File: config.mk
export PLATFORM = sky130hd
export DESIGN_NAME = ring_fifo_with_overwrite_top
export DESIGN_NICKNAME = d
export VERILOG_FILES = /design/src/rtl/rfo_pkg.sv /design/src/rtl/rfo_store.sv /design/src/rtl/ring_fifo_with_overwrite_top.sv
export SDC_FILE = /design/constraint.sdc
export NUM_CORES = 1
export LEC_CHECK = 0
export BUFFER_PORTS_ARGS = -buffer_cell sky130_fd_sc_hd__buf_4
export CAP_MARGIN = 20
export CORE_MARGIN = 4
export CORE_UTILIZATION = 50
export CTS_CLUSTER_SIZE = 30
export DETAILED_ROUTE_END_ITERATION = 7
export PLACE_DENSITY = 0.65
export SYNTH_ARGS = -nofsm -noshare
export SYNTH_HDL_FRONTEND = slang
export SYNTH_HIERARCHICAL = 1
export SYNTH_SLANG_ARGS = --single-unit
File: constraint.sdc
create_clock -name i_clk -period 6.4 [get_ports i_clk]
set_input_delay 0.32 -clock i_clk [delete_from_list [all_inputs] [get_ports i_clk]]
set_output_delay 0.32 -clock i_clk [all_outputs]
set_load 0.01 [all_outputs]
File: src/rtl/rfo_pkg.sv
// Package for the ring FIFO with overwrite: operation codes, default sizes
// and the memory control struct. No dependencies.
`default_nettype none

package rfo_pkg;

    localparam int unsigned DEPTH_DEF      = 64;
    localparam int unsigned ELEM_WIDTH_DEF = 8;
    localparam int unsigned OP_W           = 3;
    localparam int unsigned OFFSET_W       = 6;

    typedef enum logic [OP_W-1:0] {
        OP_PUSH       = 3'd0,
        OP_PUSH_FORCE = 3'd1,
        OP_POP        = 3'd2,
        OP_PEEK       = 3'd3,
        OP_CLEAR      = 3'd4
    } t_op;

    // Strobes from the control logic to the element store.
    typedef struct packed {
        logic wr_en;
        logic rd_en;
    } t_mem_ctl;

endpackage

`default_nettype wire

File: src/rtl/rfo_store.sv
// Element store of the ring FIFO: one write port and one registered read port.
// Depends on rfo_pkg for the control struct.
`default_nettype none

module rfo_store
    import rfo_pkg::*;
#(
    parameter int unsigned AW = 6,
    parameter int unsigned EW = 8
) (
    input  wire logic          i_clk,
    input  wire t_mem_ctl      i_ctl,
    input  wire logic [AW-1:0] i_wr_addr,
    input  wire logic [EW-1:0] i_wr_data,
    input  wire logic [AW-1:0] i_rd_addr,
    output logic      [EW-1:0] o_rd_data
);

    localparam int unsigned N = 1 << AW;

    logic [EW-1:0] r_mem [N];
    logic [EW-1:0] r_rd_data;

    always_ff @(posedge i_clk) begin
        if (i_ctl.wr_en) begin
            r_mem[i_wr_addr] <= i_wr_data;
        end
    end

    // The read register only moves on a read, so it holds while the result waits.
    always_ff @(posedge i_clk) begin
        if (i_ctl.rd_en) begin
            r_rd_data <= r_mem[i_rd_addr];
        end
    end

    assign o_rd_data = r_rd_data;

endmodule

`default_nettype wire

File: src/rtl/ring_fifo_with_overwrite_top.sv
// Top level of the ring FIFO with overwrite: pointer logic, operation decode
// and the result register. Depends on rfo_pkg and rfo_store.
`default_nettype none

// Channel   Direction  Handshake            Payload
// input     in         i_valid / o_stall    i_operation, i_data_in, i_peek_offset
// output    out        o_valid / i_stall    o_data_out, o_accepted, o_overwrote,
//                                           o_fill_count
//
// One transaction is accepted per clock cycle as long as the output side takes
// results; each result appears the cycle after its transaction is accepted,
// as the read port of the element store is registered.
// Reset (synchronous, active low) empties the FIFO and drops any pending result;
// the stored elements are not cleared and need not be.
// While a result is held by i_stall, o_stall is raised and no new transaction
// enters, so the store's read register and the result fields stay unchanged.

module ring_fifo_with_overwrite_top
    import rfo_pkg::*;
#(
    parameter int unsigned DEPTH      = DEPTH_DEF,
    parameter int unsigned ELEM_WIDTH = ELEM_WIDTH_DEF
) (
    input  wire logic                    i_clk,
    input  wire logic                    i_rst_n,
    input  wire logic                    i_valid,
    output logic                         o_stall,
    input  wire logic [OP_W-1:0]         i_operation,
    input  wire logic [ELEM_WIDTH-1:0]   i_data_in,
    input  wire logic [OFFSET_W-1:0]     i_peek_offset,
    output logic                         o_valid,
    input  wire logic                    i_stall,
    output logic [ELEM_WIDTH-1:0]        o_data_out,
    output logic                         o_accepted,
    output logic                         o_overwrote,
    output logic [$clog2(DEPTH):0]       o_fill_count
);

    // Address width, pointer width (one extra wrap bit) and the width used
    // to compare and add the peek offset against pointer quantities.
    localparam int unsigned AW = $clog2(DEPTH);
    localparam int unsigned PW = AW + 1;
    localparam int unsigned CW = (PW > OFFSET_W) ? PW : OFFSET_W;

    logic [PW-1:0] r_wr_ptr, n_wr_ptr;
    logic [PW-1:0] r_rd_ptr, n_rd_ptr;
    logic          r_out_valid;
    logic          r_accepted, n_accepted;
    logic          r_overwrote, n_overwrote;
    logic          r_use_rd, n_use_rd;
    logic [PW-1:0] r_fill_out, n_fill_out;

    t_op           op_code;
    logic          in_fire;
    logic [PW-1:0] fill;
    logic          full;
    logic          empty;
    logic [CW-1:0] peek_sum;
    logic          peek_ok;
    logic [AW-1:0] rd_addr;
    logic          do_wr;
    logic          do_rd;
    t_mem_ctl      mem_ctl;
    logic [ELEM_WIDTH-1:0] rd_data;

    assign op_code = t_op'(i_operation);

    // A transaction may enter whenever the result slot is free or is being
    // emptied in the same cycle.
    assign o_stall = r_out_valid & i_stall;
    assign in_fire = i_valid & ~o_stall;

    // The pointers wrap modulo twice the depth, so their difference is the
    // fill level and its top bit alone marks a full store.
    assign fill     = r_wr_ptr - r_rd_ptr;
    assign full     = fill[AW];
    assign empty    = (fill == '0);
    assign peek_ok  = CW'(i_peek_offset) < CW'(fill);
    assign peek_sum = CW'(r_rd_ptr) + CW'(i_peek_offset);

    always_comb begin
        n_wr_ptr    = r_wr_ptr;
        n_rd_ptr    = r_rd_ptr;
        n_accepted  = 1'b0;
        n_overwrote = 1'b0;
        n_use_rd    = 1'b0;
        do_wr       = 1'b0;
        do_rd       = 1'b0;
        rd_addr     = r_rd_ptr[AW-1:0];
        unique case (op_code)
            OP_PUSH: begin
                if (!full) begin
                    do_wr      = 1'b1;
                    n_wr_ptr   = r_wr_ptr + PW'(1);
                    n_accepted = 1'b1;
                end
            end
            OP_PUSH_FORCE: begin
                // When full, the oldest element is given up: the slot it held
                // is exactly the one the new element is written into.
                if (full) begin
                    n_rd_ptr    = r_rd_ptr + PW'(1);
                    n_overwrote = 1'b1;
                end
                do_wr      = 1'b1;
                n_wr_ptr   = r_wr_ptr + PW'(1);
                n_accepted = 1'b1;
            end
            OP_POP: begin
                if (!empty) begin
                    do_rd      = 1'b1;
                    n_use_rd   = 1'b1;
                    n_rd_ptr   = r_rd_ptr + PW'(1);
                    n_accepted = 1'b1;
                end
            end
            OP_PEEK: begin
                if (peek_ok) begin
                    do_rd      = 1'b1;
                    n_use_rd   = 1'b1;
                    rd_addr    = peek_sum[AW-1:0];
                    n_accepted = 1'b1;
                end
            end
            OP_CLEAR: begin
                n_wr_ptr   = '0;
                n_rd_ptr   = '0;
                n_accepted = 1'b1;
            end
            default: begin
            end
        endcase
        n_fill_out = n_wr_ptr - n_rd_ptr;
    end

    // A write and a read never target the same entry within one transaction,
    // and a later transaction reads at a later edge than any earlier write,
    // so the store needs no forwarding.
    assign mem_ctl.wr_en = in_fire & do_wr;
    assign mem_ctl.rd_en = in_fire & do_rd;

    rfo_store #(
        .AW (AW),
        .EW (ELEM_WIDTH)
    ) u_store (
        .i_clk     (i_clk),
        .i_ctl     (mem_ctl),
        .i_wr_addr (r_wr_ptr[AW-1:0]),
        .i_wr_data (i_data_in),
        .i_rd_addr (rd_addr),
        .o_rd_data (rd_data)
    );

    always_ff @(posedge i_clk) begin
        if (!i_rst_n) begin
            r_wr_ptr    <= '0;
            r_rd_ptr    <= '0;
            r_out_valid <= 1'b0;
        end else begin
            if (in_fire) begin
                r_wr_ptr <= n_wr_ptr;
                r_rd_ptr <= n_rd_ptr;
            end
            if (in_fire) begin
                r_out_valid <= 1'b1;
            end else if (!i_stall) begin
                r_out_valid <= 1'b0;
            end
        end
    end

    // Result fields; the element itself sits in the store's read register.
    always_ff @(posedge i_clk) begin
        if (in_fire) begin
            r_accepted  <= n_accepted;
            r_overwrote <= n_overwrote;
            r_use_rd    <= n_use_rd;
            r_fill_out  <= n_fill_out;
        end
    end

    assign o_valid      = r_out_valid;
    assign o_data_out   = r_use_rd ? rd_data : '0;
    assign o_accepted   = r_accepted;
    assign o_overwrote  = r_overwrote;
    assign o_fill_count = r_fill_out;

    // The fill level never exceeds the depth.
    a_fill_bound: assert property (@(posedge i_clk) disable iff (!i_rst_n)
        (r_wr_ptr - r_rd_ptr) <= PW'(DEPTH))
        else $error("fill level beyond depth");

    // An overwrite is only reported for a stored element.
    a_ovw_ok: assert property (@(posedge i_clk) disable iff (!i_rst_n)
        (o_valid && o_overwrote) |-> o_accepted)
        else $error("overwrite reported without acceptance");

    // Element data only comes from the store on a successful read.
    a_rd_ok: assert property (@(posedge i_clk) disable iff (!i_rst_n)
        (o_valid && r_use_rd) |-> o_accepted)
        else $error("store data shown for failed operation");

    // A clear returns both pointers to zero.
    a_clear: assert property (@(posedge i_clk) disable iff (!i_rst_n)
        (in_fire && op_code == OP_CLEAR) |=> (r_wr_ptr == '0 && r_rd_ptr == '0))
        else $error("clear left pointers nonzero");

    // A rejected push leaves the write pointer alone.
    a_full_push: assert property (@(posedge i_clk) disable iff (!i_rst_n)
        (in_fire && op_code == OP_PUSH && full) |=> $stable(r_wr_ptr))
        else $error("push into full store moved write pointer");

endmodule

`default_nettype wire
# Yosys cells after proc, flatten, opt, wreduce, memory -nomap -nowiden
# Memory sizes are Yosys's and may differ from the RTL's. A register that Yosys moved wholly into a read port is not among the register bits.
# Index checks and enable logic that the tools add are counted.
# totals
regBits	25
ramBits	512
inputBits	21
output_inout_bits	19
word_cells	46
n_memories	1
# memory_table
name	depth	width	rd	rd_clocked_by_memory_dff	wr	line	text
u_store.r_mem	64	8	1	1	1	rfo_store.sv:21	logic [EW-1:0] r_mem [N];
# classes
n_addsub	5
magnitude_cmp	1
n_eq_ne	5
mux	19
bitwise_logic	5
reduce_logical	3
# ops
cell	count
one-hot mux 7 bit (3 select lines)	2
two-way mux 7 bit	3
adder 7 x 1 -> 7 bit (second input constant)	2
subtractor 7 bit	2
two-way mux 6 bit	2
two-way mux 1 bit	8
two-way mux 8 bit	1
logical NOT 7 bit	1
< comparator 6 x 7 -> 1 bit	1
adder 6 bit	1
== test 3 x 2 -> 1 bit (second input constant)	2
AND 1 bit	4
one-hot mux 1 bit (2 select lines)	2
one-hot mux 1 bit (4 select lines)	1
== test 3 x 1 -> 1 bit (second input constant)	1
== test 3 bit (second input constant)	1
logical NOT 3 bit	1
inequality test 2 x 1 -> 1 bit (second input constant)	1
OR reduction 2 bit	1
NOT 1 bit	1

# Depth between registers and ports, before layout
# Gate-level depths: netlist of run 1.
# depth
word_depth	6
ltp_mapped	24
mapped_depth_nobuf	20

# By module
# The synthesis of run 1 kept the hierarchy.
# modules_own_cells
mod	n_inst	cells_each	area_per_inst_um2	seq_area_each_um2
rfo_store	1	940	20246.9	15615.0
ring_fifo_with_overwrite_top	1	308	2507.4	600.6

# Worst setup path after synthesis of run 1
# OpenSTA, ideal clock, no wires.
# synth_path
kind	register to register
start	register r_wr_ptr[0]
end	register u_store.r_rd_data[3], in the netlist u_store/o_rd_data[3] (read register of u_store.r_mem) (data pin)
setup_ps	274
t_arrival_ps	4313
required_time_ps	6126
slack_ps	1813
stages_incl_launch_ff	22
n_path_buf	4
period_less_slack_ps	4587
cell_sequence	dfxtp_1 > inv_1 > ha_1 > inv_1 > fa_1 > a211oi_2 > nor2_1 > xnor2_1 > inv_1 > ha_1 > a211oi_1 > o2111a_1 > buf_2 > nor2_1 > a21oi_1 > buf_4 > buf_2 > buf_2 > mux4_2 > mux4_2 > o21ai_1 > o41ai_1
# synth_via
word_cells_on_any_way	9
classes_between	1 x add/sub; 1 x order compare; 5 x mux; 1 x bitwise; 1 x reduce/logical
# synth_lines
item	line	text
start, declared	ring_fifo_with_overwrite_top.sv:45	logic [PW-1:0] r_wr_ptr, n_wr_ptr;
start signal, assigned	ring_fifo_with_overwrite_top.sv:161	r_wr_ptr <= n_wr_ptr;
subtractor 7 bit	ring_fifo_with_overwrite_top.sv:75	assign fill = r_wr_ptr - r_rd_ptr;
< comparator 6 x 7 -> 1 bit	ring_fifo_with_overwrite_top.sv:78	assign peek_ok = CW'(i_peek_offset) < CW'(fill);
two-way mux 6 bit	ring_fifo_with_overwrite_top.sv:118	if (peek_ok) begin
two-way mux 6 bit	ring_fifo_with_overwrite_top.sv:90	unique case (op_code)
net rd_addr[1]	ring_fifo_with_overwrite_top.sv:60	logic [AW-1:0] rd_addr;
end, declared	rfo_store.sv:22	logic [EW-1:0] r_rd_data;
# The timed path passes the listed nets, and every way through them passes these cells.
# A chain may end at the register's enable or synchronous reset.

# Final worst setup path of run 1
# layout_path
start	register r_rd_ptr[0]
end	register u_store.r_rd_data[0], in the netlist u_store/o_rd_data[0] (read register of u_store.r_mem) (data pin)
# layout_via
word_cells_on_any_way	10
classes_between	2 x add/sub; 1 x order compare; 5 x mux; 1 x bitwise; 1 x reduce/logical
# layout_lines
item	line	text
start, declared	ring_fifo_with_overwrite_top.sv:46	logic [PW-1:0] r_rd_ptr, n_rd_ptr;
start signal, assigned	ring_fifo_with_overwrite_top.sv:162	r_rd_ptr <= n_rd_ptr;
subtractor 7 bit	ring_fifo_with_overwrite_top.sv:75	
< comparator 6 x 7 -> 1 bit	ring_fifo_with_overwrite_top.sv:78	
two-way mux 6 bit *	ring_fifo_with_overwrite_top.sv:118	
two-way mux 6 bit *	ring_fifo_with_overwrite_top.sv:90	
net rd_addr[1]	ring_fifo_with_overwrite_top.sv:60	
# The timed path passes the listed nets; every way through them passes the cells marked *.

==> impl_metrics.ini, run 1 <==
[finish]
final_common_cell = edfxtp_1
drive_gt1_frac = 0.237
final_area_sq_mm = 0.0256
layout_common_cells = edfxtp_1, mux4_2, nor2_1
area_delta_synth_final_pct = 12.6
finalCoreUtilization = 0.574
fillers = 3409
nets = 1369

[yosys]
synth_area_per_cell_sq_um = 18.2
ys_warn_count = 6
yosys_most_used_dff = edfxtp_1
synth_fp_nets = 1296
synth_seq_cells = 545
netlist_instances = 1248
async_reset_ff_frac = 0
seq_area_frac_synth = 0.713
ys_types = 72
synth_edf_count = 530
syn_area_sq_mm = 0.0228

[worst_setup_path]
critical_path.max_fanout = 26
arrival_ps = 6090
rr_worst_depth = 18
critPathKind = reg2reg
crit_path_start_kind = flip-flop
required_ps = 6720
end_kind = flip-flop

[route]
drc = 0
routedWlPerCell_microns = 26.6
dr.first_iter.drc_count = 1052
vias = 12100
postRouteAntennaNets = 0
first_pass_iters = 5
vias_per_cell = 6.19
drt_wl_total_mm = 52.1

[power_and_ir_drop]
switching_share = 0.214
peakVddDrop_mv = 0.183
p_clk_frac = 0.418
p_int_mw = 6.03
comb_power_share = 0.068
cellLeakagePower_nw = 8.00
seq_power_share = 0.514
netSwitchingPower_mw = 1.64
p_per_area_mw_per_mm2 = 299

[floorplan]
dieArea_sq_mm = 0.0490
die_w_microns = 221
start_util = 0.510
placementRows = 77
die_h_microns = 221
ios = 40
fp.coreArea_sq_mm = 0.0446

[clocking]
clock-sinks = 545
cts_root_buf = clkbuf_16
cts_resized = 0
cts.clk_slew.worst_paths_ps = 60
cts_tree = done
ctsLongestPathBuffers = 3
clock_latency_ps = 590
cts_htree_levels = 2
cts_buffers = 54

[global_routing]
grt_pass1_wl_mm = 79.1
grt_pass1_vias = 12000
grt.overflow.total = 0
grt_usage = 0.213
antenna_found_initial = 1
grt_start_max_net_pins = 72

[placement]
dp.final_hpwl_mm = 32.2
place_congestion = 0.813
portBuffers = 39
dpl_cell_area_sq_mm = 0.0238

[job]
max_cap_viol_count = 0

[timing]
setup_tns_ps = 0
min_period_over_period = 0.901
fmax_ghz = 0.173
fin_crit_ps = 5770
slew_violations = 0
worst_pin_slew_ps = 1000
setup_viol = 0
clock_skew_ps = 12.9
rsz0062_at_grt = no
slew_headroom = 0.329
finalHoldViolations = 0

[outcome]
status = complete, no violations

[worst_hold_path]
hold_class = in2reg
worstHoldPathCells = 2
cell usage after synthesis (4+ instances only):
| library cell | count | area (sq um) |
|---|---|---|
| a211oi_1 | 6 | 45.0 |
| a21o_1 | 5 | 37.5 |
| a21oi_1 | 29 | 145 |
| a221oi_1 | 7 | 61.3 |
| a22oi_1 | 5 | 37.5 |
| and2_1 | 11 | 68.8 |
| and3_1 | 7 | 43.8 |
| buf_1 | 4 | 15.0 |
| buf_2 | 12 | 60.1 |
| buf_4 | 14 | 105 |
| buf_6 | 4 | 45.0 |
| clkbuf_1 | 24 | 90.1 |
| dfxtp_1 | 15 | 300 |
| edfxtp_1 | 530 | 15900 |
| ha_1 | 24 | 300 |
| inv_1 | 31 | 116 |
| mux2_2 | 15 | 169 |
| mux2i_1 | 26 | 260 |
| mux4_2 | 126 | 2840 |
| nand2_1 | 36 | 135 |
| nand2b_1 | 11 | 68.8 |
| nand3_1 | 18 | 90.1 |
| nand3b_1 | 4 | 30.0 |
| nor2_1 | 107 | 402 |
| nor2b_1 | 18 | 113 |
| nor3_1 | 12 | 60.1 |
| o2111ai_1 | 4 | 35.0 |
| o21a_1 | 9 | 67.6 |
| o21ai_0 | 25 | 125 |
| o21ai_1 | 4 | 20.0 |
| o221ai_1 | 8 | 70.1 |
| o22ai_1 | 11 | 68.8 |
| xnor2_1 | 15 | 131 |
| xor2_1 | 4 | 35.0 |
power groups by stage:
stage | sequential (mW) | combinational (mW) | clock, mW
CTS | 3.94 | 0.529 | 3.28
floorplan | 4.02 | 0.328 | 0
detailed placement | 4.02 | 0.527 | 0
global route | 3.94 | 0.568 | 3.43
finish | 3.94 | 0.522 | 3.20
global placement | 4.02 | 0.518 | 0
path summary, 6_finish.rpt:
check	slack, ps	to	from
setup reg to reg	630	u_store/o_rd_data[0]	r_rd_ptr[0]
hold reg to reg	600	o_valid	o_valid
setup / recovery	630	u_store/o_rd_data[0]	r_rd_ptr[0]
hold / removal	60	r_rd_ptr[5]	i_rst_n
kinds of logic (layout without fill, tap and decap cells):
logic type / Yosys count / count (layout) / synth area share
compound gates: 157 / 157 / 0.0493
xor+xnor: 20 / 20 / 0.00803
fa+ha+maj: 27 / 27 / 0.0158
buf+inv: 92 / 209 / 0.0209
flops: 545 / 545 / 0.713
mux: 167 / 167 / 0.144
other cells: 0 / 1 / 0
simple gates: 240 / 240 / 0.0497
through the flow:
stage                     total power [mW]  hold slack (ps)  worst slack [ps]  instances
after floorplan                       4.35              419              1810       1248
after global placement                4.54              541               650       1855
after detailed placement              4.55              542               667       1856
after CTS                             7.76             22.3               630       1957
after global routing                  7.94             44.1               302       1957
final                                 7.67             59.6               633       1958
state kept, by name (all words and copies together), names as in the netlist:
register,flops
o_valid,1
o_fill_count,7
o_accepted,1
r_rd_ptr,7
r_use_rd,1
o_overwrote,1
r_wr_ptr,7
u_store/o_rd_data,8
u_store/r_mem,512
final cells by class:
cell class | count | area, sq um | area share
tap | 592 | 741 | 0.0289
inverter | 32 | 120 | 0.00469
multi-input combinational | 611 | 6120 | 0.239
clock inverter | 43 | 425 | 0.0166
clock buffer | 57 | 1380 | 0.0540
sequential | 545 | 16200 | 0.633
timing repair buffer | 77 | 609 | 0.0238
antenna | 1 | 2.50 | 0.0000977
worst max-delay path, stage by stage (launching register included):
cell       delay [ps]
dfxtp_1           520
ha_1              230
inv_1              50
fa_1              410
a211oi_2          260
nor2_1             90
xnor2_1           320
inv_1              80
ha_1              280
a211oi_1          210
o2111a_1          430
buf_4             240
nor2_1             80
a21oi_4           160
buf_4             430
mux4_2            600
mux2_2            290
a221oi_1          620
o2bb2ai_1         150
routing by layer:
layer  vias up  GRT usage  wire length (microns)  part of all wire
met5         -          0                      0                 0
met4         0     0.0548                   1050             0.020
met3        75     0.0375                   3660             0.070
met2       451      0.334                  25100              0.48
met1      6383      0.316                  22300              0.43
li1       5204          -                      -                 -
timing repair:
item | CTS | global route
endpoints found under the hold margin | 1 | 0
setup buffers | 0 | 0
hold buffers | 1 | 0
No activity file was read; power rests on OpenSTA's default activity.
==> run 2, diff against run 1 <==
--- a/config.mk
+++ b/config.mk
@@ -11,7 +11,7 @@
 export CORE_UTILIZATION = 50
 export CTS_CLUSTER_SIZE = 30
 export DETAILED_ROUTE_END_ITERATION = 7
-export PLACE_DENSITY = 0.65
+export PLACE_DENSITY = 0.67
 export SYNTH_ARGS = -nofsm -noshare
 export SYNTH_HDL_FRONTEND = slang
 export SYNTH_HIERARCHICAL = 1
==> constraint.sdc (replaced) <==
create_clock -name i_clk -period 5.3 [get_ports i_clk]
set_input_delay 0.265 -clock i_clk [delete_from_list [all_inputs] [get_ports i_clk]]
set_output_delay 0.265 -clock i_clk [all_outputs]
set_load 0.01 [all_outputs]
==> run 2 against run 1 <==
Compared with the run above:
- sequential share of layout area shrank 1.7 points
- final area grew 2.7%
- first-iteration DRC count grew 25%
- register-to-register slack lost 410 ps
- critical path type unchanged
- critical endpoint is now u_store/o_rd_data[6]
- largest cell class unchanged
==> impl_metrics.ini, run 2 (synthesis gave the netlist of run 1 again) <==
[finish]
layout_common_cells = edfxtp_1, buf_4, mux4_2
antennaDiodeCount = 0
drive_gt1_frac = 0.271
finalCoreUtilization = 0.590
largest-register = u_store/r_mem
largest_reg_flops = 512
nets = 1437
area_delta_synth_final_pct = 15.7
final_common_cell = edfxtp_1

[route]
routedWlPerCell_microns = 26.2
drt_wl_total_mm = 53.1
vias = 12400
vias_per_cell = 6.13
postRouteAntennaNets = 0
drc = 0
dr.first_iter.drc_count = 1316
first_pass_iters = 5

[worst_setup_path]
critPathBufInv = 3
critPathSlowestCell = o21ai_4
required_ps = 5630
crit_chain = inv_1 -> ha_1 -> nor2b_1 -> a221oi_1 -> o311ai_2 -> inv_1 -> ha_1 -> o21ai_0 -> o2111a_2 -> buf_4 -> o21ai_4 -> mux4_2 -> mux2_2 -> o221a_2 -> nor3_1 -> o32ai_1
worstReg2RegStart = r_rd_ptr[5]
end_kind = flip-flop
slowest_delay_ps = 670
rr_worst_depth = 16
arrival_ps = 5410
r2r_end = u_store/o_rd_data[6]
critPathKind = reg2reg
rrSetupSlack_ps = 220
crit_path_start_kind = flip-flop
critical_path.max_fanout = 17
critPathLaunch = r_rd_ptr[5]
crit_family = compound AO/OA/AOI/OAI gates

[power_and_ir_drop]
peakVddDrop_mv = 0.221
p_per_area_mw_per_mm2 = 357
cellLeakagePower_nw = 8.41

[placement]
portBuffers = 39
dp.final_hpwl_mm = 32.4
place_congestion = 0.857

[floorplan]
dieArea_sq_mm = 0.0490
start_util = 0.510
ios = 40
die_h_microns = 221
placementRows = 77
die_w_microns = 221
fp.coreArea_sq_mm = 0.0446

[timing]
setup_viol = 0
clock_skew_ps = 12.2
fmax_ghz = 0.197
slew_violations = 0
setup_tns_ps = 0
finalHoldViolations = 0
worst_pin_slew_ps = 1000
min_period_over_period = 0.958
slew_headroom = 0.331
fin_crit_ps = 5080

[outcome]
status = complete, no violations

[global_routing]
grt.overflow.total = 0
grt_pass1_vias = 12400
antenna_found_initial = 0
grt_usage = 0.214
grt_start_max_net_pins = 65
grt_pass1_wl_mm = 79.2

[clocking]
cts_htree_levels = 2
clock_latency_ps = 590
cts_tree = done
cts_root_buf = clkbuf_16
clock-sinks = 545
ctsLongestPathBuffers = 3
cts.clk_slew.worst_paths_ps = 60
cts_buffers = 54

[worst_hold_path]
hold_end = r_wr_ptr[5]
worstHoldPathCells = 3
hp-start = i_operation[2]
hold_class = in2reg

[job]
max_cap_viol_count = 0
## run 2: cell types whose count changed in the layout (fill, tap and decap cells not counted), sizes merged
cell | before | now
mux2 | 15 | 16
clkinvlp | 5 | 3
clkbuf | 57 | 66
dlygate4sd3 | 1 | 3
buf | 76 | 140
bufinv | 8 | 10
clkinv | 29 | 22
diode | 1 | 0
## run 2: how the worst max path moves through the flow
stage,end,slack [ps],cells after the start
2_1_floorplan,u_store/o_rd_data[3],710,21
3_3_place_gp,u_store/o_rd_data[1],-10,19
3_5_place_dp,u_store/o_rd_data[1],-120,19
4_1_cts,u_store/o_rd_data[2],2,19
5_1_grt,u_store/o_rd_data[7],-80,16
6_report,u_store/o_rd_data[6],220,16
## run 2: stage by stage
| stage | setup slack, ps | hold slack (ps) | power (mW) | std cells | instance area (sq um) |
|---|---|---|---|---|---|
| detailed placement | -122 | 499 | 5.50 | 1916 | 24300 |
| global route | -75.8 | 72.9 | 9.71 | 2026 | 26300 |
| floorplan | 713 | 364 | 5.25 | 1248 | 22800 |
| finish | 220 | 41.1 | 9.40 | 2026 | 26300 |
| global placement | -14.2 | 486 | 5.49 | 1916 | 24300 |
| CTS | 2.02 | 15.6 | 9.47 | 2021 | 26200 |
## run 2: power by group
part	total, mW	leakage (nW)	switching, mW	internal [mW]
Combinational	0.669	2.62	0.389	0.280
Clock	3.98	0.895	1.59	2.39
Sequential	4.76	4.89	0.00955	4.75
## run 2: per-layer routing
| layer | vias up | part of all wire | global-route usage |
|---|---|---|---|
| met5 | - | 0 | 0 |
| met4 | 0 | 0.028 | 0.0632 |
| met3 | 89 | 0.073 | 0.0366 |
| met2 | 487 | 0.48 | 0.334 |
| met1 | 6498 | 0.42 | 0.316 |
| li1 | 5341 | - | - |
## run 2: layout make-up
| class | instances | area, sq um |
|---|---|---|
| clock buffers | 65 | 1410 |
| clock inverters | 36 | 438 |
| fillers | 3248 | 18300 |
| inverters | 32 | 120 |
| multi-input cells | 612 | 6200 |
| flip-flops and latches | 545 | 16200 |
| well taps | 592 | 741 |
| repair buffers | 144 | 1190 |
## run 2: worst register-to-register path, delay by kind of cell (launching register included)
kind                     cells  cell delay [ps]
AND/OR/NAND/NOR              2              460
flip-flops                   1              390
AO/OA/AOI/OAI                7             2130
multiplexers                 2              790
adder cells (fa/ha/maj)      2              670
buffers and inverters        3              390
## run 2: timing repair
item,in CTS,in global routing
gates resized for setup,5,5
pin swaps,0,1
buffers inserted,0,4
cloned,1,1
hold buffers,3,0
endpoints found under the setup margin,4,8
endpoints found under the hold margin,6,0
==> run 3, diff against run 2 <==
--- a/config.mk
+++ b/config.mk
@@ -8,10 +8,10 @@
 export BUFFER_PORTS_ARGS = -buffer_cell sky130_fd_sc_hd__buf_4
 export CAP_MARGIN = 20
 export CORE_MARGIN = 4
-export CORE_UTILIZATION = 50
+export CORE_UTILIZATION = 57
 export CTS_CLUSTER_SIZE = 30
 export DETAILED_ROUTE_END_ITERATION = 7
-export PLACE_DENSITY = 0.67
+export PLACE_DENSITY = 0.75
 export SYNTH_ARGS = -nofsm -noshare
 export SYNTH_HDL_FRONTEND = slang
 export SYNTH_HIERARCHICAL = 1
==> run 3 against run 2 <==
Compared with the run above:
- sequential share of layout area grew 0.69 points
- die area shrank 12%
- cell count decreased by 4.0%
- largest cell class unchanged
- worst hold slack worse by 5.7 ps
- count of clock-buffer cells in the layout is 5 higher
- utilization up 7.6 points
- first-iteration DRC count increased by 9.8%
- sequential power barely moved
==> impl_metrics.ini, run 3 (synthesis gave the netlist of run 1 again) <==
[outcome]
status = complete, no violations

[finish]
largest_reg_flops = 512
nets = 1429
final_cells = 1944
final_area_sq_mm = 0.0260
fillers = 2503
drive_gt1_frac = 0.268
final_common_cell = edfxtp_1
area_delta_synth_final_pct = 14.4
largest-register = u_store/r_mem
antennaDiodeCount = 0
layout_common_cells = edfxtp_1, buf_4, mux4_2

[clocking]
cts_htree_levels = 2
cts.clk_slew.worst_paths_ps = 60
ctsLongestPathBuffers = 3
clock_latency_ps = 590
cts_root_buf = clkbuf_16
cts_tree = done
clock-sinks = 545
cts_buffers = 53

[route]
vias_per_cell = 6.46
routedWlPerCell_microns = 26.6
vias = 12500
postRouteAntennaNets = 0
drc = 0
first_pass_iters = 5
dr.first_iter.drc_count = 1445
drt_wl_total_mm = 51.7

[worst_setup_path]
arrival_ps = 5300
critical_path.max_fanout = 28
required_ps = 5620
critPathLaunch = r_wr_ptr[0]
worstReg2RegStart = r_wr_ptr[0]
critPathKind = reg2reg
end_kind = flip-flop
crit_path_start_kind = flip-flop

[floorplan]
placementRows = 72
ios = 40
die_w_microns = 208
fp.coreArea_sq_mm = 0.0391
dieArea_sq_mm = 0.0432
start_util = 0.582
die_h_microns = 208

[timing]
fmax_ghz = 0.201
min_period_over_period = 0.939
fin_crit_ps = 4980
holdWs_ps = 35.3
slew_violations = 0
worst_slack_ps = 321
setup_tns_ps = 0
clock_skew_ps = 13.2
worst_pin_slew_ps = 1000
finalHoldViolations = 0
slew_headroom = 0.329
rsz0062_at_grt = no
setup_viol = 0

[global_routing]
grt_pass1_wl_mm = 77.9
antenna_found_initial = 1
grt.overflow.total = 0
grt_usage = 0.239
grt_start_max_net_pins = 65
grt_pass1_vias = 12500

[power_and_ir_drop]
cellLeakagePower_nw = 8.32
p_per_area_mw_per_mm2 = 351
peakVddDrop_mv = 0.224

[placement]
dp_cells = 1835
dp.final_hpwl_mm = 31.2
dpl_cell_area_sq_mm = 0.0242
pre_cts_ws_ps = -58.2
portBuffers = 39
place_congestion = 0.848

[job]
max_cap_viol_count = 0

[worst_hold_path]
hp-start = i_operation[2]
hold_class = in2reg
[run 3: changes by cell type in the layout (fill, tap and decap cells not counted), moves of 2 or more]
cell,previous run,this run
a221oi_1,4,6
a221oi_4,2,0
buf_12,7,5
buf_4,133,126
bufinv_16,10,5
clkbuf_1,10,13
clkbuf_8,0,2
clkinv_1,13,10
clkinv_2,7,12
clkinvlp_4,3,1
[run 3: where the power goes]
part	switching, mW	leakage, nW	internal (mW)
combinational	0.388	2.58	0.275
clock	1.55	0.852	2.17
sequential	0.0104	4.90	4.75
total	1.95	8.32	7.20
[run 3: final timing paths]
kind	end	slack (ps)	cells past startpoint
max	u_store/o_rd_data[3]	320	17
min	r_wr_ptr[5]	40	3
max reg2reg	u_store/o_rd_data[3]	320	17
min reg2reg	r_rd_ptr[2]	560	1
[run 3: final cells by class]
type	instances	area (sq um)	area share
Sequential cell	545	16200	0.623
Clock inverter	30	278	0.0107
Timing Repair Buffer	138	1150	0.0444
Tap cell	518	648	0.0249
Inverter	32	120	0.00461
Clock buffer	70	1450	0.0558
Multi-Input combinational cell	611	6160	0.237
[run 3: timing repair]
item / CTS / global route
cloned: 0 / 1
pin swaps: 1 / 0
endpoints found under the setup margin: 2 / 8
hold buffers: 3 / 0
endpoints found under the hold margin: 6 / 0
buffers inserted: 4 / 1
gates resized for setup: 0 / 13
[run 3: layer usage]
metal | vias to the layer above | routed length, microns | share of wire | track usage
met2 | 711 | 24600 | 0.48 | 0.367
li1 | 5315 | - | - | -
met5 | - | 9 | 0.00017 | 0
met3 | 114 | 5310 | 0.10 | 0.0579
met1 | 6407 | 20100 | 0.39 | 0.344
met4 | 2 | 1710 | 0.033 | 0.0788
[run 3: per-stage QoR]
stage	util	total power, mW
finish	0.666	9.15
global route	0.666	9.44
CTS	0.664	9.19
detailed placement	0.618	5.50
global placement	0.618	5.49
floorplan	-	5.25
[run 3: worst max-delay path: stages, from the launching register on]
cell      delay [ps]
dfxtp_1          310
inv_1             50
ha_1             150
inv_1             50
fa_1             420
a211oi_2         260
nor2_1            90
xnor2_1          320
inv_1             80
ha_1             280
a211oi_1         210
o2111a_1         300
mux2_8           420
buf_16           290
mux4_2           560
mux4_2           540
o21ai_1          230
o41ai_1          110
